File: config.mk
export PLATFORM = sky130hd
export DESIGN_NAME = led_matrix_framebuffer_engine
export DESIGN_NICKNAME = d
export VERILOG_FILES = /design/src/sv/lmfe_pkg.sv /design/src/sv/lmfe_store.sv /design/src/sv/led_matrix_framebuffer_engine.sv
export SDC_FILE = /design/constraint.sdc
export NUM_CORES = 2
export LEC_CHECK = 0
export BUFFER_PORTS_ARGS = -buffer_cell sky130_fd_sc_hd__buf_2
export CAP_MARGIN = 20
export CORE_MARGIN = 5
export CORE_UTILIZATION = 35
export DETAILED_ROUTE_END_ITERATION = 7
export MAX_ROUTING_LAYER = met4
export SETUP_SLACK_MARGIN = 0.05
export SLEW_MARGIN = 10
export SYNTH_ARGS = -nofsm -noshare
export SYNTH_HDL_FRONTEND = slang
export SYNTH_HIERARCHICAL = 1
export SYNTH_SLANG_ARGS = --single-unit
File: constraint.sdc
create_clock -name aclk -period 5.6 [get_ports aclk]
set_input_delay 0.28 -clock aclk [delete_from_list [all_inputs] [get_ports aclk]]
set_output_delay 0.28 -clock aclk [all_outputs]
set_load 0.01 [all_outputs]
File: src/sv/lmfe_pkg.sv
`timescale 1ns / 1ps
// ----------------------------------------------------------------------------
// lmfe_pkg
// Shared sizes, command codes and the store request type of the LED matrix
// framebuffer engine.
// ----------------------------------------------------------------------------
package lmfe_pkg;

    localparam int COLUMNS = 128;
    localparam int ROWS    = 32;

    localparam int COL_AW  = $clog2(COLUMNS);
    localparam int ROW_AW  = $clog2(ROWS);
    localparam int GROUPS  = ((COLUMNS / 8) > 16) ? 16 : (COLUMNS / 8);

    typedef enum logic [1:0] {
        CMD_PUT   = 2'd0,
        CMD_CLEAR = 2'd1,
        CMD_FILL  = 2'd2,
        CMD_READ  = 2'd3
    } cmd_t;

    typedef struct packed {
        logic              rd_en;
        logic [COL_AW-1:0] rd_addr;
        logic              wr_en;
        logic [COL_AW-1:0] wr_addr;
        logic [ROWS-1:0]   wr_data;
    } mem_req_t;

endpackage

File: src/sv/lmfe_store.sv
`timescale 1ns / 1ps
// ----------------------------------------------------------------------------
// lmfe_store
// Column store with one write and one registered read port. A column that
// has not been written since reset reads as zero.
// ----------------------------------------------------------------------------
module lmfe_store (
    input  logic                               aclk,
    input  logic                               aresetn,
    input  lmfe_pkg::mem_req_t                 req,
    output logic [lmfe_pkg::ROWS-1:0]          rd_data
);

    logic [lmfe_pkg::ROWS-1:0]    mem [lmfe_pkg::COLUMNS];
    logic [lmfe_pkg::COLUMNS-1:0] written_reg;
    logic [lmfe_pkg::ROWS-1:0]    data_q_reg;
    logic                         written_q_reg;

    always_ff @(posedge aclk) begin
        if (req.wr_en) begin
            mem[req.wr_addr] <= req.wr_data;
        end
        if (req.rd_en) begin
            data_q_reg <= mem[req.rd_addr];
        end
    end

    always_ff @(posedge aclk) begin
        if (!aresetn) begin
            written_reg   <= '0;
            written_q_reg <= 1'b0;
        end else begin
            if (req.wr_en) begin
                written_reg[req.wr_addr] <= 1'b1;
            end
            if (req.rd_en) begin
                written_q_reg <= written_reg[req.rd_addr];
            end
        end
    end

    assign rd_data = written_q_reg ? data_q_reg : '0;

endmodule

File: src/sv/led_matrix_framebuffer_engine.sv
`timescale 1ns / 1ps
// ----------------------------------------------------------------------------
// led_matrix_framebuffer_engine
// Column-organized LED framebuffer with put-column, clear/fill area and
// row readout commands, run by a small sequencer over one column store.
// ----------------------------------------------------------------------------
// Channel  Direction  Handshake          Payload
// s_       in         s_valid/s_ready    command, window, limits, glyph column
// m_       out        m_valid/m_ready    row_byte, group_index, wrote, last
//
// Put column runs in order: accept, column read, column write, result.
// Clear and fill walk the columns of the area, one store column a cycle.
// Read row builds each byte from eight column reads, then waits for the
// result handshake; 16 bytes. The store port is the limit: one read and one write per cycle.
// Reset clears all per-column written flags together; no clearing pass.
// The input is not ready while a command runs; a stalled result holds it.
// ----------------------------------------------------------------------------
module led_matrix_framebuffer_engine (
    input  logic        aclk,
    input  logic        aresetn,
    input  logic        s_valid,
    output logic        s_ready,
    input  logic [1:0]  s_command,
    input  logic [6:0]  s_x_first,
    input  logic [7:0]  s_x_last,
    input  logic [4:0]  s_row_low,
    input  logic [4:0]  s_row_high,
    input  logic [7:0]  s_right_limit,
    input  logic [31:0] s_column_bits,
    input  logic [4:0]  s_row_index,
    output logic        m_valid,
    input  logic        m_ready,
    output logic [7:0]  m_row_byte,
    output logic [3:0]  m_group_index,
    output logic        m_wrote,
    output logic        m_last
);

    localparam int CA = lmfe_pkg::COL_AW;
    localparam int RW = lmfe_pkg::ROWS;

    typedef enum logic [2:0] {
        ST_IDLE,
        ST_PUT_RD,
        ST_PUT_WR,
        ST_AREA,
        ST_READ,
        ST_OUT
    } state_t;

    state_t                 state_reg;
    lmfe_pkg::cmd_t         cmd;
    logic [RW-1:0]          win_reg;
    logic [RW-1:0]          glyph_reg;
    logic                   fill_reg;
    logic [CA:0]            col_reg;
    logic [CA:0]            end_reg;
    logic [4:0]             row_reg;
    logic [7:0]             byte_reg;
    logic [3:0]             issue_cnt_reg;
    logic [2:0]             ret_cnt_reg;
    logic                   rvalid_reg;
    logic [3:0]             group_reg;
    logic                   wb_reg;
    logic [CA-1:0]          wb_addr_reg;
    logic                   m_valid_reg;
    logic [7:0]             m_row_byte_reg;
    logic [3:0]             m_group_index_reg;
    logic                   m_wrote_reg;
    logic                   m_last_reg;

    logic [31:0]            win_full;
    logic [31:0]            glyph_full;
    logic                   win_empty;
    logic [8:0]             end_full;
    logic                   put_ok;
    logic                   area_go;
    logic                   area_issue;
    logic                   read_issue;
    logic                   row_ok;
    logic                   row_bit;
    logic [RW-1:0]          rd_data;
    lmfe_pkg::mem_req_t     mem_req;

    assign cmd = lmfe_pkg::cmd_t'(s_command);

    always_comb begin
        win_full   = (32'hFFFFFFFF << s_row_low) & (32'hFFFFFFFF >> (5'd31 - s_row_high));
        glyph_full = (s_column_bits << s_row_low) & win_full;
        win_empty  = s_row_low > s_row_high;
        end_full   = (9'(s_x_last) > 9'(lmfe_pkg::COLUMNS - 1)) ?
                     9'(lmfe_pkg::COLUMNS - 1) : 9'(s_x_last);
        put_ok     = !win_empty && ({1'b0, s_x_first} <= s_right_limit) &&
                     (9'(s_x_first) < 9'(lmfe_pkg::COLUMNS));
        area_go    = !win_empty && (9'(s_x_first) <= end_full);
    end

    assign area_issue = col_reg <= end_reg;
    assign read_issue = !issue_cnt_reg[3];
    assign row_ok     = {1'b0, row_reg} < 6'(lmfe_pkg::ROWS);
    assign row_bit    = row_ok ? rd_data[row_reg[lmfe_pkg::ROW_AW-1:0]] : 1'b0;

    always_comb begin
        mem_req         = '0;
        mem_req.rd_addr = col_reg[CA-1:0];
        mem_req.wr_addr = wb_addr_reg;
        unique case (state_reg)
            ST_PUT_RD: begin
                mem_req.rd_en = 1'b1;
            end
            ST_PUT_WR: begin
                mem_req.wr_en   = 1'b1;
                mem_req.wr_addr = col_reg[CA-1:0];
                mem_req.wr_data = (rd_data & ~win_reg) | glyph_reg;
            end
            ST_AREA: begin
                mem_req.rd_en   = area_issue;
                mem_req.wr_en   = wb_reg;
                mem_req.wr_data = (rd_data & ~win_reg) | (fill_reg ? win_reg : '0);
            end
            ST_READ: begin
                mem_req.rd_en = read_issue;
            end
            default: begin
                mem_req.rd_en = 1'b0;
            end
        endcase
    end

    lmfe_store u_store (
        .aclk    (aclk),
        .aresetn (aresetn),
        .req     (mem_req),
        .rd_data (rd_data)
    );

    always_ff @(posedge aclk) begin
        if (!aresetn) begin
            state_reg   <= ST_IDLE;
            m_valid_reg <= 1'b0;
            wb_reg      <= 1'b0;
            rvalid_reg  <= 1'b0;
        end else begin
            unique case (state_reg)
                ST_IDLE: begin
                    if (s_valid) begin
                        win_reg        <= win_full[RW-1:0];
                        glyph_reg      <= glyph_full[RW-1:0];
                        fill_reg       <= cmd == lmfe_pkg::CMD_FILL;
                        col_reg        <= (cmd == lmfe_pkg::CMD_READ) ?
                                          '0 : (CA + 1)'(s_x_first);
                        end_reg        <= (CA + 1)'(end_full);
                        row_reg        <= s_row_index;
                        wb_reg         <= 1'b0;
                        m_row_byte_reg    <= 8'd0;
                        m_group_index_reg <= 4'd0;
                        m_wrote_reg       <= 1'b0;
                        m_last_reg        <= 1'b1;
                        unique case (cmd)
                            lmfe_pkg::CMD_PUT: begin
                                if (put_ok) begin
                                    state_reg <= ST_PUT_RD;
                                end else begin
                                    m_valid_reg <= 1'b1;
                                    state_reg   <= ST_OUT;
                                end
                            end
                            lmfe_pkg::CMD_CLEAR, lmfe_pkg::CMD_FILL: begin
                                if (area_go) begin
                                    state_reg <= ST_AREA;
                                end else begin
                                    m_valid_reg <= 1'b1;
                                    state_reg   <= ST_OUT;
                                end
                            end
                            lmfe_pkg::CMD_READ: begin
                                issue_cnt_reg <= 4'd0;
                                ret_cnt_reg   <= 3'd0;
                                rvalid_reg    <= 1'b0;
                                group_reg     <= 4'd0;
                                state_reg     <= ST_READ;
                            end
                            default: begin
                                state_reg <= ST_IDLE;
                            end
                        endcase
                    end
                end
                ST_PUT_RD: begin
                    state_reg <= ST_PUT_WR;
                end
                ST_PUT_WR: begin
                    m_wrote_reg <= 1'b1;
                    m_valid_reg <= 1'b1;
                    state_reg   <= ST_OUT;
                end
                ST_AREA: begin
                    wb_reg      <= area_issue;
                    wb_addr_reg <= col_reg[CA-1:0];
                    if (area_issue) begin
                        col_reg <= col_reg + 1'b1;
                    end else if (!wb_reg) begin
                        m_valid_reg <= 1'b1;
                        state_reg   <= ST_OUT;
                    end
                end
                ST_READ: begin
                    rvalid_reg <= read_issue;
                    if (read_issue) begin
                        col_reg       <= col_reg + 1'b1;
                        issue_cnt_reg <= issue_cnt_reg + 4'd1;
                    end
                    if (rvalid_reg) begin
                        byte_reg    <= {row_bit, byte_reg[7:1]};
                        ret_cnt_reg <= ret_cnt_reg + 3'd1;
                        if (ret_cnt_reg == 3'd7) begin
                            m_row_byte_reg    <= {row_bit, byte_reg[7:1]};
                            m_group_index_reg <= group_reg;
                            m_wrote_reg       <= 1'b0;
                            m_last_reg        <= group_reg == 4'(lmfe_pkg::GROUPS - 1);
                            m_valid_reg       <= 1'b1;
                            state_reg         <= ST_OUT;
                        end
                    end
                end
                ST_OUT: begin
                    if (m_ready) begin
                        m_valid_reg <= 1'b0;
                        if (m_last_reg) begin
                            state_reg <= ST_IDLE;
                        end else begin
                            issue_cnt_reg <= 4'd0;
                            ret_cnt_reg   <= 3'd0;
                            rvalid_reg    <= 1'b0;
                            group_reg     <= group_reg + 4'd1;
                            state_reg     <= ST_READ;
                        end
                    end
                end
                default: begin
                    state_reg <= ST_IDLE;
                end
            endcase
        end
    end

    assign s_ready       = state_reg == ST_IDLE;
    assign m_valid       = m_valid_reg;
    assign m_row_byte    = m_row_byte_reg;
    assign m_group_index = m_group_index_reg;
    assign m_wrote       = m_wrote_reg;
    assign m_last        = m_last_reg;

    a_no_overlap: assert property (@(posedge aclk) disable iff (!aresetn)
        !(s_ready && m_valid))
        else $error("Input ready while a result item is pending.");

    a_write_state: assert property (@(posedge aclk) disable iff (!aresetn)
        mem_req.wr_en |-> (state_reg == ST_PUT_WR || state_reg == ST_AREA))
        else $error("Store written outside a put or area command.");

    a_wrote_ack: assert property (@(posedge aclk) disable iff (!aresetn)
        (m_valid && m_wrote) |-> (m_last && m_group_index == 4'd0 && m_row_byte == 8'd0))
        else $error("Put result item is not a plain acknowledge.");

    a_area_done: assert property (@(posedge aclk) disable iff (!aresetn)
        (state_reg == ST_AREA && !area_issue && !wb_reg) |=> m_valid)
        else $error("Area command finished without a result item.");

endmodule
==> reports/metrics.cfg <==
[logic_synthesis]
synth_common_cells = 4253 x edfxtp_1, 1349 x mux4_2, 256 x nor2_1
yosysTopAreaCellShare_pct = 74.90
syn_nets = 7443
ys_top_cells_by_area = edfxtp_1 75%, mux4_2 18%, dfxtp_1 1.6%
synth_ff_type = edfxtp_1
syn_area_per_cell_um2 = 23.26
yosysTopAreaCell = edfxtp_1
synth_cell_types = 61
ys_seq_elements = 4388
yosysWarnings = 6
synth_enable_flop_cells = 4253
async_reset_ff_share_pct = 0
yosysSeqAreaShare_pct = 76.49
synth.most_common_cell = edfxtp_1
netlist_area_um2 = 170500
syn_inst = 7332

[placed_design]
gp_congestion = 0.8973
io_buffers = 91
dp_hpwl_um = 264300
preCtsSetupSlack_ps = 705.2

[cells_and_area]
nets = 8007
finalCoreUtilization_pct = 40.51
largest_reg_flops = 4096
drive_gt1_share_pct = 32.32
nFillCells = 41714
area_growth_pct = 15.45

[clocking]
cts_root_buf = clkbuf_16
cts_resized = 0
htreeDepth = 5
ctsHoldBuffers = 55
worstSkewPairLatency_ps = 1000
cts_sinks = 4388
clockBufferDepth = 4
numCtsBuffers = 435
cts_setup_buffers = 0
clkSlewWorstSetupHoldPaths_ps = 60
cts_tree = built

[floorplan]
fp.dieArea_um2 = 501200
rows = 256
start_util_pct = 35.09
ios = 92
die_x_um = 708.0
die_h_um = 708.0
coreArea_um2 = 485900

[hold_path]
hold_depth = 5
min-delay-start = s_command[0]
hold_end = state_reg[1]$_SDFFE_PN0P_
hold_path.class = in -> reg

[power_and_ir_drop]
p_leak_nw = 61.89
p_per_area_nw_per_um2 = 449.6
vdd_ir_drop_max_v = 0.0003520

[global_routing]
grt_pass1_wl_um = 637900
antenna_found_initial = 17
grt_max_degree = 129
grt_usage_pct = 18.20
overflow = 0
grt_pass1_vias = 82810

[flow_run]
cap_violations = 0

[timing]
slew_viol_final = 0
worst_clock_skew_ps = 59.38
fin_crit_ps = 5001
finalSetupViolations = 0
max_freq_mhz = 200.0
rsz0062_at_grt = false
slew_headroom_pct = 25.27
hold_violations = 0
fin_crit_sh_pct = 89.30
tns_ps = 0
tightestPinTransition_ps = 1121
worst_slack_ps = 599.1

[run_status]
outcome = completed

[critical_path]
crit_type = reg -> reg
critical_path_required_ps = 6250
arrival_ps = 5650
reg2reg_setup_slack_ps = 600
r2r_cells = 9
r2r-end = u_store/mem[65][25]$_DFFE_PP_
reg2reg_from = state_reg[1]$_SDFFE_PN0P_
critPathMaxFanout = 17
cp-end-kind = register
worstSetupStartpointType = register

[routing]
first_pass_iters = 6
drc = 0
postRouteAntennaNets = 0
wl_per_cell_um = 30.67
totalWireLength_um = 451300
drt_iter0_markers = 10470
vias = 81805
avgViaCountPerCell = 5.559

logic make-up after synthesis:
kind of cell	count (synthesis)	synth area share (%)
AO/OA/AOI/OAI	409	1.681
XOR/XNOR	9	0.04623
adder cells (fa/ha/maj)	35	0.2568
buffers and inverters	452	1.259
flip-flops	4388	76.49
multiplexers	1527	18.88
other	1	0.002199
AND/OR/NAND/NOR	511	1.385
where the power goes:
part	leakage (nW)	total, W	switching, W	internal [W]
registers	40.3	0.0391	0.000343	0.0388
clock network	6.80	0.0286	0.0123	0.0163
logic	14.8	0.0208	0.0128	0.00797
total	61.9	0.0885	0.0254	0.0631
per-layer routing:
metal	wire length (um)	part of all wire, %	vias up	GRT usage (%)
li1	-	-	32584	-
met1	176800	39	44632	23.81
met2	221900	49	3899	29.26
met3	38830	8.6	690	3.451
met4	13780	3.1	0	5.075
met5	0	0	-	-
worst max path at each step:
stage	end	from
after floorplan	u_store/mem[0][22]$_DFFE_PP_	state_reg[0]$_SDFFE_PN0P_
after global placement	u_store/data_q_reg[19]$_DFFE_PP_	col_reg[0]$_DFFE_PP_
after detailed placement	u_store/mem[106][27]$_DFFE_PP_	state_reg[1]$_SDFFE_PN0P_
after CTS	u_store/mem[106][25]$_DFFE_PP_	state_reg[1]$_SDFFE_PN0P_
after global routing	u_store/mem[29][22]$_DFFE_PP_	state_reg[1]$_SDFFE_PN0P_
final	u_store/mem[65][25]$_DFFE_PP_	state_reg[1]$_SDFFE_PN0P_
cells in the final DEF, fill, tap and decap left out, drive strengths merged, types with 5 or more instances in the layout:
master,instances
nor2b,23
clkbuf,547
diode,10
nand3,26
nand3b,12
a21oi,102
nor2,256
edfxtp,4253
or2,9
nand4,5
buf,484
a31oi,9
mux2i,152
bufinv,38
a221oi,39
o21ai,29
nand2,73
and2,42
nand4b,6
o22ai,6
and3,24
nor3,19
xnor2,5
mux4,1349
dfxtp,135
clkinv,180
dlygate4sd3,55
clkinvlp,18
inv,54
mux2,26
nand2b,5
a21o,6
a211oi,15
a22o,32
o21a,133
a311oi,6
ha,35
through the flow:
step           power (W)  std cells  hold WS [ps]  area (um2)
3_3_place_gp     0.06030      13845         430.4      182100
3_5_place_dp     0.06070      13851         426.5      182300
5_1_grt          0.09142      14709         76.84      196800
4_1_cts          0.08924      14703         2.055      196700
6_report         0.08850      14716         61.37      196800
2_1_floorplan    0.05217       7332         378.9      170500
critical path: stages, from the launching register on:
cell and delay (ps):
dfxtp_1 700, nand2b_4 130, nor2_1 720, buf_4 280, mux2_2 450, nor2_1 290, nand3_2 540, buf_4 440
nor2_4 690, buf_4 380
cell type report:
cell class | count | area [um2] | share of cell area, %
diodes | 10 | 25.02 | 0.01271
clock buffers | 547 | 11550 | 5.866
clock inverters | 250 | 2382 | 1.210
inverters | 40 | 150.1 | 0.07628
multi-input cells | 2492 | 39190 | 19.91
flip-flops and latches | 4388 | 130400 | 66.25
well taps | 6450 | 8070 | 4.100
repair buffers | 539 | 5060 | 2.570
Note: power is estimated with default switching activity, not from simulation.
